[src/stoq_pkg.sv]
// Shared types, codes and defaults for the start-time ordered ready queue.
package stoq_pkg;

  // Default sizes
  localparam int DEF_QUEUE_DEPTH = 16;
  localparam int DEF_KEY_BITS    = 16;
  localparam int DEF_ID_BITS     = 8;

  // Operation codes
  localparam logic [1:0] OP_INSERT = 2'd0;
  localparam logic [1:0] OP_POP    = 2'd1;
  localparam logic [1:0] OP_ROTATE = 2'd2;

  // Status codes
  localparam logic [1:0] STAT_DONE  = 2'd0;
  localparam logic [1:0] STAT_FULL  = 2'd1;
  localparam logic [1:0] STAT_EMPTY = 2'd2;

  // Controller states
  typedef enum logic [2:0] {
    S_IDLE,
    S_FLAGS,
    S_SPREAD,
    S_APPLY,
    S_EMIT
  } state_t;

  // Controller to datapath
  typedef struct packed {
    logic load;    // capture the input transfer
    logic flags;   // compute per-slot compare flags, clear spread step
    logic spread;  // one prefix-OR doubling step over the slot row
    logic apply;   // update slots and occupancy, latch status
    logic emit;    // load the output register
  } stoq_cmd_t;

  // Datapath to controller
  typedef struct packed {
    logic do_spread;    // captured op is an insert into a non-full queue
    logic spread_last;  // current doubling step is the final one
    logic out_free;     // output register can take a new result
  } stoq_sts_t;

endpackage

[src/stoq_ctrl.sv]
// Controller state machine sequencing one queue operation at a time.
module stoq_ctrl
  import stoq_pkg::*;
(
  input  logic      clk,
  input  logic      rst,
  input  logic      in_valid,
  output logic      in_stall,
  input  stoq_sts_t sts,
  output stoq_cmd_t cmd
);

  state_t state;
  state_t state_next;

  // State register
  always_ff @(posedge clk) begin
    if (rst) begin
      state <= S_IDLE;
    end else begin
      state <= state_next;
    end
  end

  // Next state and commands
  always_comb begin
    state_next = state;
    cmd        = '0;
    in_stall   = 1'b1;
    unique case (state)
      S_IDLE: begin
        in_stall = 1'b0;
        if (in_valid) begin
          cmd.load   = 1'b1;
          state_next = S_FLAGS;
        end
      end
      S_FLAGS: begin
        cmd.flags = 1'b1;
        if (sts.do_spread) begin
          state_next = S_SPREAD;
        end else begin
          state_next = S_APPLY;
        end
      end
      S_SPREAD: begin
        cmd.spread = 1'b1;
        if (sts.spread_last) begin
          state_next = S_APPLY;
        end
      end
      S_APPLY: begin
        cmd.apply  = 1'b1;
        state_next = S_EMIT;
      end
      S_EMIT: begin
        if (sts.out_free) begin
          cmd.emit   = 1'b1;
          state_next = S_IDLE;
        end
      end
      default: begin
        state_next = S_IDLE;
      end
    endcase
  end

endmodule

[src/stoq_dpath.sv]
// Datapath: row of queue slots, insert position mask, occupancy and result register.
module stoq_dpath
  import stoq_pkg::*;
#(
  parameter int QUEUE_DEPTH = DEF_QUEUE_DEPTH,
  parameter int KEY_BITS    = DEF_KEY_BITS,
  parameter int ID_BITS     = DEF_ID_BITS,
  localparam int CNT_W      = $clog2(QUEUE_DEPTH + 1),
  localparam int LOG_D      = $clog2(QUEUE_DEPTH),
  localparam int STEP_W     = (LOG_D > 1) ? $clog2(LOG_D) : 1
)
(
  input  logic                clk,
  input  logic                rst,
  input  stoq_cmd_t           cmd,
  output stoq_sts_t           sts,
  input  logic [1:0]          op,
  input  logic [ID_BITS-1:0]  process_id,
  input  logic [KEY_BITS-1:0] start_time,
  output logic                out_valid,
  input  logic                out_stall,
  output logic [1:0]          status,
  output logic                head_valid,
  output logic [ID_BITS-1:0]  head_id,
  output logic [KEY_BITS-1:0] head_start,
  output logic [CNT_W-1:0]    entry_count
);

  // Captured operation
  logic [1:0]          op_q;
  logic [ID_BITS-1:0]  id_q;
  logic [KEY_BITS-1:0] key_q;

  // Slot row, slot 0 is the head
  logic [ID_BITS-1:0]  cell_id      [QUEUE_DEPTH];
  logic [KEY_BITS-1:0] cell_key     [QUEUE_DEPTH];
  logic [ID_BITS-1:0]  cell_id_next [QUEUE_DEPTH];
  logic [KEY_BITS-1:0] cell_key_next[QUEUE_DEPTH];

  logic [CNT_W-1:0]       occupancy;
  logic [CNT_W-1:0]       occupancy_next;
  logic [CNT_W-1:0]       occ_m1;
  logic [QUEUE_DEPTH-1:0] mask;
  logic [QUEUE_DEPTH-1:0] mask_next;
  logic [QUEUE_DEPTH-1:0] mask_prev;
  logic [STEP_W-1:0]      step;
  logic [1:0]             status_next;
  logic                   is_full;
  logic                   is_empty;

  assign is_full   = (occupancy == CNT_W'(QUEUE_DEPTH));
  assign is_empty  = (occupancy == '0);
  assign occ_m1    = occupancy - CNT_W'(1);
  assign mask_prev = mask << 1;

  assign sts.do_spread   = (op_q == OP_INSERT) && !is_full;
  assign sts.spread_last = (step == STEP_W'(LOG_D - 1));
  assign sts.out_free    = !out_valid || !out_stall;

  // Hold the input transfer
  always_ff @(posedge clk) begin
    if (cmd.load) begin
      op_q  <= op;
      id_q  <= process_id;
      key_q <= start_time;
    end
  end

  // Mark slots past the end or with a later start, then spread the first mark toward the tail
  always_comb begin
    mask_next = mask;
    if (cmd.flags) begin
      for (int i = 0; i < QUEUE_DEPTH; i++) begin
        mask_next[i] = (CNT_W'(i) >= occupancy) || (cell_key[i] > key_q);
      end
    end else if (cmd.spread) begin
      mask_next = mask | (mask << (1 << step));
    end
  end

  always_ff @(posedge clk) begin
    mask <= mask_next;
    if (cmd.flags) begin
      step <= '0;
    end else if (cmd.spread) begin
      step <= step + STEP_W'(1);
    end
  end

  // Status of the captured operation against the current occupancy
  always_comb begin
    status_next = STAT_DONE;
    if (op_q == OP_INSERT && is_full) begin
      status_next = STAT_FULL;
    end else if (op_q == OP_POP && is_empty) begin
      status_next = STAT_EMPTY;
    end
  end

  // Slot and occupancy updates
  always_comb begin
    for (int i = 0; i < QUEUE_DEPTH; i++) begin
      cell_id_next[i]  = cell_id[i];
      cell_key_next[i] = cell_key[i];
    end
    occupancy_next = occupancy;
    if (cmd.apply) begin
      unique case (op_q)
        OP_INSERT: begin
          if (!is_full) begin
            for (int i = 0; i < QUEUE_DEPTH; i++) begin
              if (mask[i] && !mask_prev[i]) begin
                cell_id_next[i]  = id_q;
                cell_key_next[i] = key_q;
              end
            end
            for (int i = 1; i < QUEUE_DEPTH; i++) begin
              if (mask_prev[i]) begin
                cell_id_next[i]  = cell_id[i-1];
                cell_key_next[i] = cell_key[i-1];
              end
            end
            occupancy_next = occupancy + CNT_W'(1);
          end
        end
        OP_POP: begin
          if (!is_empty) begin
            for (int i = 0; i < QUEUE_DEPTH - 1; i++) begin
              cell_id_next[i]  = cell_id[i+1];
              cell_key_next[i] = cell_key[i+1];
            end
            occupancy_next = occ_m1;
          end
        end
        OP_ROTATE: begin
          if (occupancy > CNT_W'(1)) begin
            for (int i = 0; i < QUEUE_DEPTH - 1; i++) begin
              if (CNT_W'(i) < occ_m1) begin
                cell_id_next[i]  = cell_id[i+1];
                cell_key_next[i] = cell_key[i+1];
              end
            end
            for (int i = 0; i < QUEUE_DEPTH; i++) begin
              if (CNT_W'(i) == occ_m1) begin
                cell_id_next[i]  = cell_id[0];
                cell_key_next[i] = cell_key[0];
              end
            end
          end
        end
        default: begin
        end
      endcase
    end
  end

  always_ff @(posedge clk) begin
    for (int i = 0; i < QUEUE_DEPTH; i++) begin
      cell_id[i]  <= cell_id_next[i];
      cell_key[i] <= cell_key_next[i];
    end
  end

  always_ff @(posedge clk) begin
    if (rst) begin
      occupancy <= '0;
    end else begin
      occupancy <= occupancy_next;
    end
  end

  // Latch status at apply, present the result at emit
  logic [1:0] status_q;

  always_ff @(posedge clk) begin
    if (cmd.apply) begin
      status_q <= status_next;
    end
    if (cmd.emit) begin
      status      <= status_q;
      head_valid  <= !is_empty;
      head_id     <= is_empty ? '0 : cell_id[0];
      head_start  <= is_empty ? '0 : cell_key[0];
      entry_count <= occupancy;
    end
  end

  always_ff @(posedge clk) begin
    if (rst) begin
      out_valid <= 1'b0;
    end else if (cmd.emit) begin
      out_valid <= 1'b1;
    end else if (!out_stall) begin
      out_valid <= 1'b0;
    end
  end

  a_occ_bound: assert property (@(posedge clk) disable iff (rst)
    occupancy <= CNT_W'(QUEUE_DEPTH))
    else $error("occupancy exceeds queue depth");

  a_full_hold: assert property (@(posedge clk) disable iff (rst)
    cmd.apply && status_next == STAT_FULL |=> $stable(occupancy))
    else $error("dropped insert changed occupancy");

  a_empty_result: assert property (@(posedge clk) disable iff (rst)
    out_valid && status == STAT_EMPTY |-> entry_count == '0 && !head_valid)
    else $error("empty pop reported a nonempty queue");

endmodule

[src/start_time_ordered_ready_queue.sv]
// Top level of the start-time ordered ready queue.
// Holds up to QUEUE_DEPTH process ids kept in start-time order from the head; an insert goes
// ahead of the first entry whose start time is strictly later, so equal start times keep
// arrival order, pop removes the head and rotate moves the head to the tail. Each input
// transfer yields one result with the status, the head entry and the entry count after the
// operation. One operation is in flight at a time and the input stays stalled until it
// finishes: an insert into a non-full queue runs the compare step, then the doubling passes
// that find the insert position across the slot row, then the apply and emit steps; pop,
// rotate and a dropped insert skip the doubling passes. A finished result waits in the
// output register while the next transfer is taken; the next operation then holds in its
// last step, with the input still stalled, for as long as that earlier result is stalled.
module start_time_ordered_ready_queue
  import stoq_pkg::*;
#(
  parameter int QUEUE_DEPTH = DEF_QUEUE_DEPTH,
  parameter int KEY_BITS    = DEF_KEY_BITS,
  parameter int ID_BITS     = DEF_ID_BITS,
  localparam int CNT_W      = $clog2(QUEUE_DEPTH + 1)
)
(
  input  logic                clk,
  input  logic                rst,
  input  logic                in_valid,
  output logic                in_stall,
  input  logic [1:0]          op,
  input  logic [ID_BITS-1:0]  process_id,
  input  logic [KEY_BITS-1:0] start_time,
  output logic                out_valid,
  input  logic                out_stall,
  output logic [1:0]          status,
  output logic                head_valid,
  output logic [ID_BITS-1:0]  head_id,
  output logic [KEY_BITS-1:0] head_start,
  output logic [CNT_W-1:0]    entry_count
);

  stoq_cmd_t cmd;
  stoq_sts_t sts;

  // Sequence each operation
  stoq_ctrl u_ctrl (
    .clk      (clk),
    .rst      (rst),
    .in_valid (in_valid),
    .in_stall (in_stall),
    .sts      (sts),
    .cmd      (cmd)
  );

  // Slots, ordering logic and result register
  stoq_dpath #(
    .QUEUE_DEPTH (QUEUE_DEPTH),
    .KEY_BITS    (KEY_BITS),
    .ID_BITS     (ID_BITS)
  ) u_dpath (
    .clk         (clk),
    .rst         (rst),
    .cmd         (cmd),
    .sts         (sts),
    .op          (op),
    .process_id  (process_id),
    .start_time  (start_time),
    .out_valid   (out_valid),
    .out_stall   (out_stall),
    .status      (status),
    .head_valid  (head_valid),
    .head_id     (head_id),
    .head_start  (head_start),
    .entry_count (entry_count)
  );

endmodule
[config.mk]
export PLATFORM = sky130hd
export DESIGN_NAME = start_time_ordered_ready_queue
export DESIGN_NICKNAME = d
export VERILOG_FILES = /design/src/stoq_pkg.sv /design/src/stoq_ctrl.sv /design/src/stoq_dpath.sv /design/src/start_time_ordered_ready_queue.sv
export SDC_FILE = /design/constraint.sdc
export NUM_CORES = 1
export LEC_CHECK = 0
export BUFFER_PORTS_ARGS = -buffer_cell sky130_fd_sc_hd__buf_2
export CORE_MARGIN = 2
export CORE_UTILIZATION = 45
export DETAILED_ROUTE_END_ITERATION = 12
export GPL_ROUTABILITY_DRIVEN = 0
export HOLD_SLACK_MARGIN = 0.05
export MAX_ROUTING_LAYER = met4
export PLACE_DENSITY_LB_ADDON = 0.25
export SETUP_SLACK_MARGIN = 0.3
export SKIP_LAST_GASP = 1
export SLEW_MARGIN = 20
export SYNTH_ARGS = -nofsm -noshare
export SYNTH_HDL_FRONTEND = slang
export SYNTH_SLANG_ARGS = --single-unit
[constraint.sdc]
create_clock -name clk -period 6.7 [get_ports clk]
set_input_delay 0.67 -clock clk [delete_from_list [all_inputs] [get_ports clk]]
set_output_delay 0.67 -clock clk [all_outputs]
set_load 0.01 [all_outputs]
==> flow_metrics.tcl, run 1 <==
set metrics [dict create \
    drt_iter0_markers 4898 \
    first_global_vias 30600 \
    reg2regPathDepth 6 \
    tritoncts "yes" \
    crit_chain "inv_1, ha_1, nor2_1, nand3_2, nand4_1, o211a_1" \
    drive_above_1_share_pct 13.2 \
    wl_per_cell_um 26.6 \
    p_sw_w 0.00392 \
    syn_area_mm2 0.0365 \
    startpoint_type "register" \
    yosysMostFrequentCell "nand2_1" \
    place_hpwl_um 89000 \
    path_clk_slew_ns 0.06 \
    ctsResizeCount 0 \
    coreArea_mm2 0.0804 \
    avgSynthCellArea_um2 8.94 \
    ys_top_cells_by_area "edfxtp_1, ha_1, a211oi_1" \
    ys.flop_type "edfxtp_1" \
    crit_type "reg -> reg" \
    ys_seq_elements 471 \
    yosys.area.top_type_share_pct 37.8 \
    root_buffer "clkbuf_16" \
    grt_pass1_wl_um 198000 \
    ctsHoldBuffers 0 \
    hold_viol_final 0 \
    ys_warn_count 0 \
    p_int_w 0.00648 \
    slowest_stage "o211a_1" \
    std_cell_rows 104 \
    endpoint_kind "register" \
    die-height_um 289 \
    post-place-ws_ns 2.01 \
    finalPower_w 0.0104 \
    comb_power_share_pct 34.0 \
    p_leak_nw 12.8 \
    tightestPinTransition_ns 1.26 \
    period_share_pct 71.6 \
    clock-sinks 471 \
    setup_ws_ns 1.90 \
    setup_viol 0 \
    skew_ns 0.0371 \
    yosysTopAreaCell "edfxtp_1" \
    cp.depth 6 \
    grt_overflow 0 \
    rsz0062_at_grt "no" \
    fmax_ghz 0.208 \
    synth_cells 4087 \
    drc 0 \
    cp_top_family "simple AND/OR/NAND/NOR gates" \
    crit_path_max_incr_delay_ns 0.92 \
    io_buffer_count 63 \
    synth_cell_type_count 75 \
    ir_drop_v 0.000246 \
    die_area_mm2 0.0835 \
    clock_path_buffers 3 \
    antenna_found_initial 3 \
    p_clk_share_pct 29.0 \
    numCtsBuffers 56 \
    min_path_type "in -> reg" \
    io_pins 64 \
    p_seq_share_pct 37.0 \
    clk_latency_ns 0.66 \
    ys_top_cells_by_count "nand2_1, edfxtp_1, nor2_1" \
    crit_buf_inv 1 \
    grt_max_degree 213 \
    synth_edf_count 460 \
    track_usage_pct 32.0 \
    async_flop_share_pct 0 \
    power.density_mw_per_mm2 264 \
    finalSetupTns_ns 0 \
    critPathMaxFanout 49 \
    slew-limit-headroom_pct 15.8 \
    drv_cap 0 \
    min_path_cells 1 \
    initial_utilization_pct 45.4 \
    viasPerCell 6.78 \
    fin_nets 4185 \
    period_needed_ns 4.80 \
    p_sw_share_pct 37.7 \
    postCtsSetupBuffers 0 \
    drt-pass1-iter-count 6 \
    seq_area_frac_synth_pct 38.4 \
    chipWidth_um 289 \
    status "completed" \
    syn-num-nets 4388 \
    cts_htree_levels 2 \
    wl_um 133000 \
    drtAntennaViolNets 0 \
    required_ns 6.96 \
    area.growth.synth_to_final_pct 7.96 \
    cp.arrival_ns 5.06 \
    vias 33800 \
    finalMaxSlewViolations 0 \
]
==> path summary, 6_finish.rpt <==
path / slack, ns / to / startpoint
setup / recovery: 1.90 / u_dpath.cell_key[1][60]$_DFFE_PP_ / u_dpath.occupancy[0]$_SDFFE_PP0P_
hold / removal: 0.19 / u_dpath.key_q[15]$_DFFE_PP_ / start_time[15]
setup reg to reg: 1.90 / u_dpath.cell_key[1][60]$_DFFE_PP_ / u_dpath.occupancy[0]$_SDFFE_PP0P_
hold reg to reg: 0.51 / u_dpath.status[1]$_DFFE_PP_ / u_dpath.status_q[1]$_SDFFCE_PP0P_
==> kinds of logic (layout without fill, tap and decap cells) <==
family / Yosys count / count (layout) / synth area share (%)
and+or+nand+nor: 1467 / 1467 / 18.3
AOI/OAI and AO/OA: 1245 / 1245 / 24.2
buffers and inverters: 481 / 320 / 5.11
DFF: 471 / 471 / 38.4
adders and majority gates: 271 / 271 / 9.28
muxes: 147 / 147 / 4.67
xor gates and xnor gates: 5 / 5 / 0.120
other: 0 / 1 / 0
==> sequential cells by signal, summed over array words and instances (netlist names) <==
| signal | flops |
|---|---|
| u_dpath.status | 2 |
| u_dpath.status_q | 2 |
| u_dpath.key_q | 16 |
| u_dpath.step | 2 |
| u_dpath.occupancy | 5 |
| u_dpath.cell_key | 256 |
| u_ctrl.state | 3 |
| u_dpath.head_start | 16 |
| u_dpath.out_valid | 1 |
| u_dpath.cell_id | 128 |
| u_dpath.head_valid | 1 |
| u_dpath.entry_count | 5 |
| u_dpath.mask | 16 |
| u_dpath.head_id | 8 |
| u_dpath.op_q | 2 |
| u_dpath.id_q | 8 |
==> area by class of cell <==
class / instances / area (um^2)
inverter: 64 / 240
antenna: 1 / 2.50
timing repair buffer: 156 / 1110
sequential: 471 / 14000
multi-input combinational: 3135 / 21000
tap: 1060 / 1330
clock inverter: 25 / 243
clock buffer: 75 / 1470
fill: 7446 / 41000
==> through the flow <==
step | hold slack [ns] | utilization [%] | cell area [um^2] | cells
2_1_floorplan | 0.400 | - | 36500 | 4087
4_1_cts | 0.173 | 49.0 | 39400 | 4984
3_5_place_dp | 0.480 | 46.9 | 37700 | 4884
3_3_place_gp | 0.487 | 46.8 | 37700 | 4883
5_1_grt | 0.186 | 49.1 | 39500 | 4986
6_report | 0.190 | 49.1 | 39500 | 4987
==> layout by cell type (no fill, tap or decap), drive strengths merged, types with 9 or more instances in the layout <==
cell      n
nand2   539
edfxtp  460
nor2    391
a211oi  357
ha      271
a41oi   240
a21oi   200
a31oi   198
nand3   185
buf     156
or2     147
mux2     98
o21ai    97
clkbuf   75
inv      66
mux2i    40
nand4    37
a21o     31
nor2b    30
and2     27
nor3     25
o211ai   20
clkinv   19
and3     17
nand2b   17
dfxtp    11
nor4     11
a221oi   11
o21a     10
nand3b    9
a211o     9
mux4      9
==> per-layer routing <==
metal	up-vias	GRT usage, %	wire length (um)
met5	-	-	0
met1	16300	43.9	55000
met4	0	15.0	6990
met2	1895	45.5	56300
met3	323	5.93	14400
li1	15200	-	-
==> power by group through the flow <==
stage / logic [W] / registers (W) / clock network [W]
3_3_place_gp: 0.00337 / 0.00390 / 0
2_1_floorplan: 0.00240 / 0.00382 / 0
4_1_cts: 0.00344 / 0.00384 / 0.00304
6_report: 0.00354 / 0.00385 / 0.00301
5_1_grt: 0.00384 / 0.00386 / 0.00314
3_5_place_dp: 0.00343 / 0.00390 / 0
Note: power is estimated with default switching activity, not from simulation.
==> run 2, diff against run 1 <==
==> constraint.sdc (replaced) <==
create_clock -name clk -period 4.95 [get_ports clk]
set_input_delay 0.495 -clock clk [delete_from_list [all_inputs] [get_ports clk]]
set_output_delay 0.495 -clock clk [all_outputs]
set_load 0.01 [all_outputs]
==> run 2 against run 1 <==
  * Maximum frequency up 17%
  * Global-route usage up 0.48 points
  * Critical path type unchanged
  * Wire length up 1.4%
  * Register-to-register slack worse by 1.1 ns
  * Highest routed layer unchanged
  * Sequential share of layout area down 0.56 points
==> flow_metrics.tcl, run 2 (synthesis results as in run 1) <==
set metrics [dict create \
    status "completed" \
    crit_buf_inv 3 \
    period_needed_ns 4.11 \
    skew_ns 0.0192 \
    required_ns 5.22 \
    top_register "u_dpath.cell_key" \
    slowest_stage "nor4bb_1" \
    grt_pass1_wl_um 200000 \
    drive_above_1_share_pct 14.1 \
    crit_path_max_incr_delay_ns 0.73 \
    layout.cells.most_common "nand2_1" \
    track_usage_pct 32.5 \
    clock_path_buffers 3 \
    chipWidth_um 289 \
    min_path_type "in -> reg" \
    drv_cap 0 \
    period_share_pct 82.9 \
    startpoint "u_dpath.occupancy[1]$_SDFFE_PP0P_" \
    post-place-ws_ns 1.04 \
    wl_per_cell_um 26.6 \
    r2r-start "u_dpath.occupancy[1]$_SDFFE_PP0P_" \
    drtAntennaViolNets 0 \
    std_cell_rows 104 \
    numCtsBuffers 56 \
    coreArea_mm2 0.0804 \
    initial_utilization_pct 45.4 \
    endpoint_kind "register" \
    largest_reg_flops 256 \
    antenna_found_initial 2 \
    io_pins 64 \
    tightestPinTransition_ns 1.29 \
    cp.arrival_ns 4.38 \
    slew-limit-headroom_pct 13.8 \
    cp_top_family "simple AND/OR/NAND/NOR gates" \
    area.growth.synth_to_final_pct 9.67 \
    grt_overflow 0 \
    rsz0062_at_grt "no" \
    vias 33900 \
    fin_nets 4250 \
    grt_max_degree 189 \
    hold_viol_final 0 \
    root_buffer "clkbuf_16" \
    fmax_ghz 0.244 \
    wl_um 135000 \
    drc 0 \
    finalSetupTns_ns 0 \
    layout_common_cells "nand2_1, edfxtp_1, nor2_1" \
    tritoncts "yes" \
    io_buffer_count 63 \
    ir_drop_v 0.000275 \
    p_leak_nw 13.1 \
    finish.utilization_pct 49.8 \
    clock-sinks 471 \
    drt_iter0_markers 4602 \
    path_clk_slew_ns 0.06 \
    critPathMaxFanout 49 \
    reg_top3 "u_dpath.cell_key (256), u_dpath.cell_id (128)" \
    cts_htree_levels 2 \
    place_hpwl_um 90800 \
    path_common_cell "buf_4" \
    hold_start "process_id[6]" \
    die_area_mm2 0.0835 \
    setup_viol 0 \
    startpoint_type "register" \
    power.density_mw_per_mm2 353 \
    first_global_vias 30700 \
    setup_ws_ns 0.844 \
    clk_latency_ns 0.63 \
    whs_ns 0.163 \
    crit_chain "inv_1, ha_1, nor4bb_1, and3_1, a31oi_4, buf_4, and4b_1, a211oi_4, buf_4" \
    finalPower_w 0.0142 \
    fill_cells 7344 \
    die-height_um 289 \
    crit_type "reg -> reg" \
    finalMaxSlewViolations 0 \
    viasPerCell 6.69 \
    drt-pass1-iter-count 9 \
]
run 2: cell count changes in the layout (fill, tap and decap cells not counted), moves of 2 or more:
cell	change
buf_12	+5
buf_4	+37
bufinv_16	-2
clkbuf_1	-5
clkbuf_16	+2
clkinv_1	+6
clkinv_2	+6
diode_2	+5
dlygate4sd3_1	+25
inv_6	-2
run 2: metal layers:
metal	track usage, %	part of all wire [%]	up-vias
met1	44.9	41	16200
met3	7.78	13	295
met4	14.6	5.1	0
met5	-	0	-
li1	-	-	15400
met2	44.6	41	2032
run 2: path summary, 6_finish.rpt:
path,end,slack [ns],depth (start not counted)
worst max-delay path,u_dpath.cell_id[1][32]$_DFFE_PP_,0.84,9
worst max register to register,u_dpath.cell_id[1][32]$_DFFE_PP_,0.84,9
worst min-delay path,u_dpath.id_q[6]$_DFFE_PP_,0.16,1
worst min register to register,u_dpath.status[1]$_DFFE_PP_,0.46,0
run 2: through the flow:
step                      area, um^2  std cells
after floorplan                36600       4087
after global placement         38100       4925
after detailed placement       38100       4925
after CTS                      40000       5056
after global routing           40100       5063
final                          40100       5063
run 2: final cells by class:
type                            count  area, um^2  area share [%]
Clock inverter                     34         216           0.540
Antenna cell                        6        15.0          0.0375
Tap cell                         1060        1330            3.31
Sequential cell                   471       14000            35.0
Timing Repair Buffer              221        1700            4.23
Clock buffer                       72        1500            3.75
Inverter                           64         240           0.599
Multi-Input combinational cell   3135       21100            52.5
run 2: power by group:
part	internal, W	switching [W]	leakage, nW
clock network	0.00224	0.00179	0.844
registers	0.00496	0.000276	4.23
logic	0.00160	0.00329	8.05
run 2: what timing repair did:
item | in CTS | in global routing
resized for setup | 0 | 0
endpoints found under the setup margin | 0 | 0
buffers inserted | 0 | 0
hold buffers | 25 | 0
hold endpoints to repair | 25 | 0
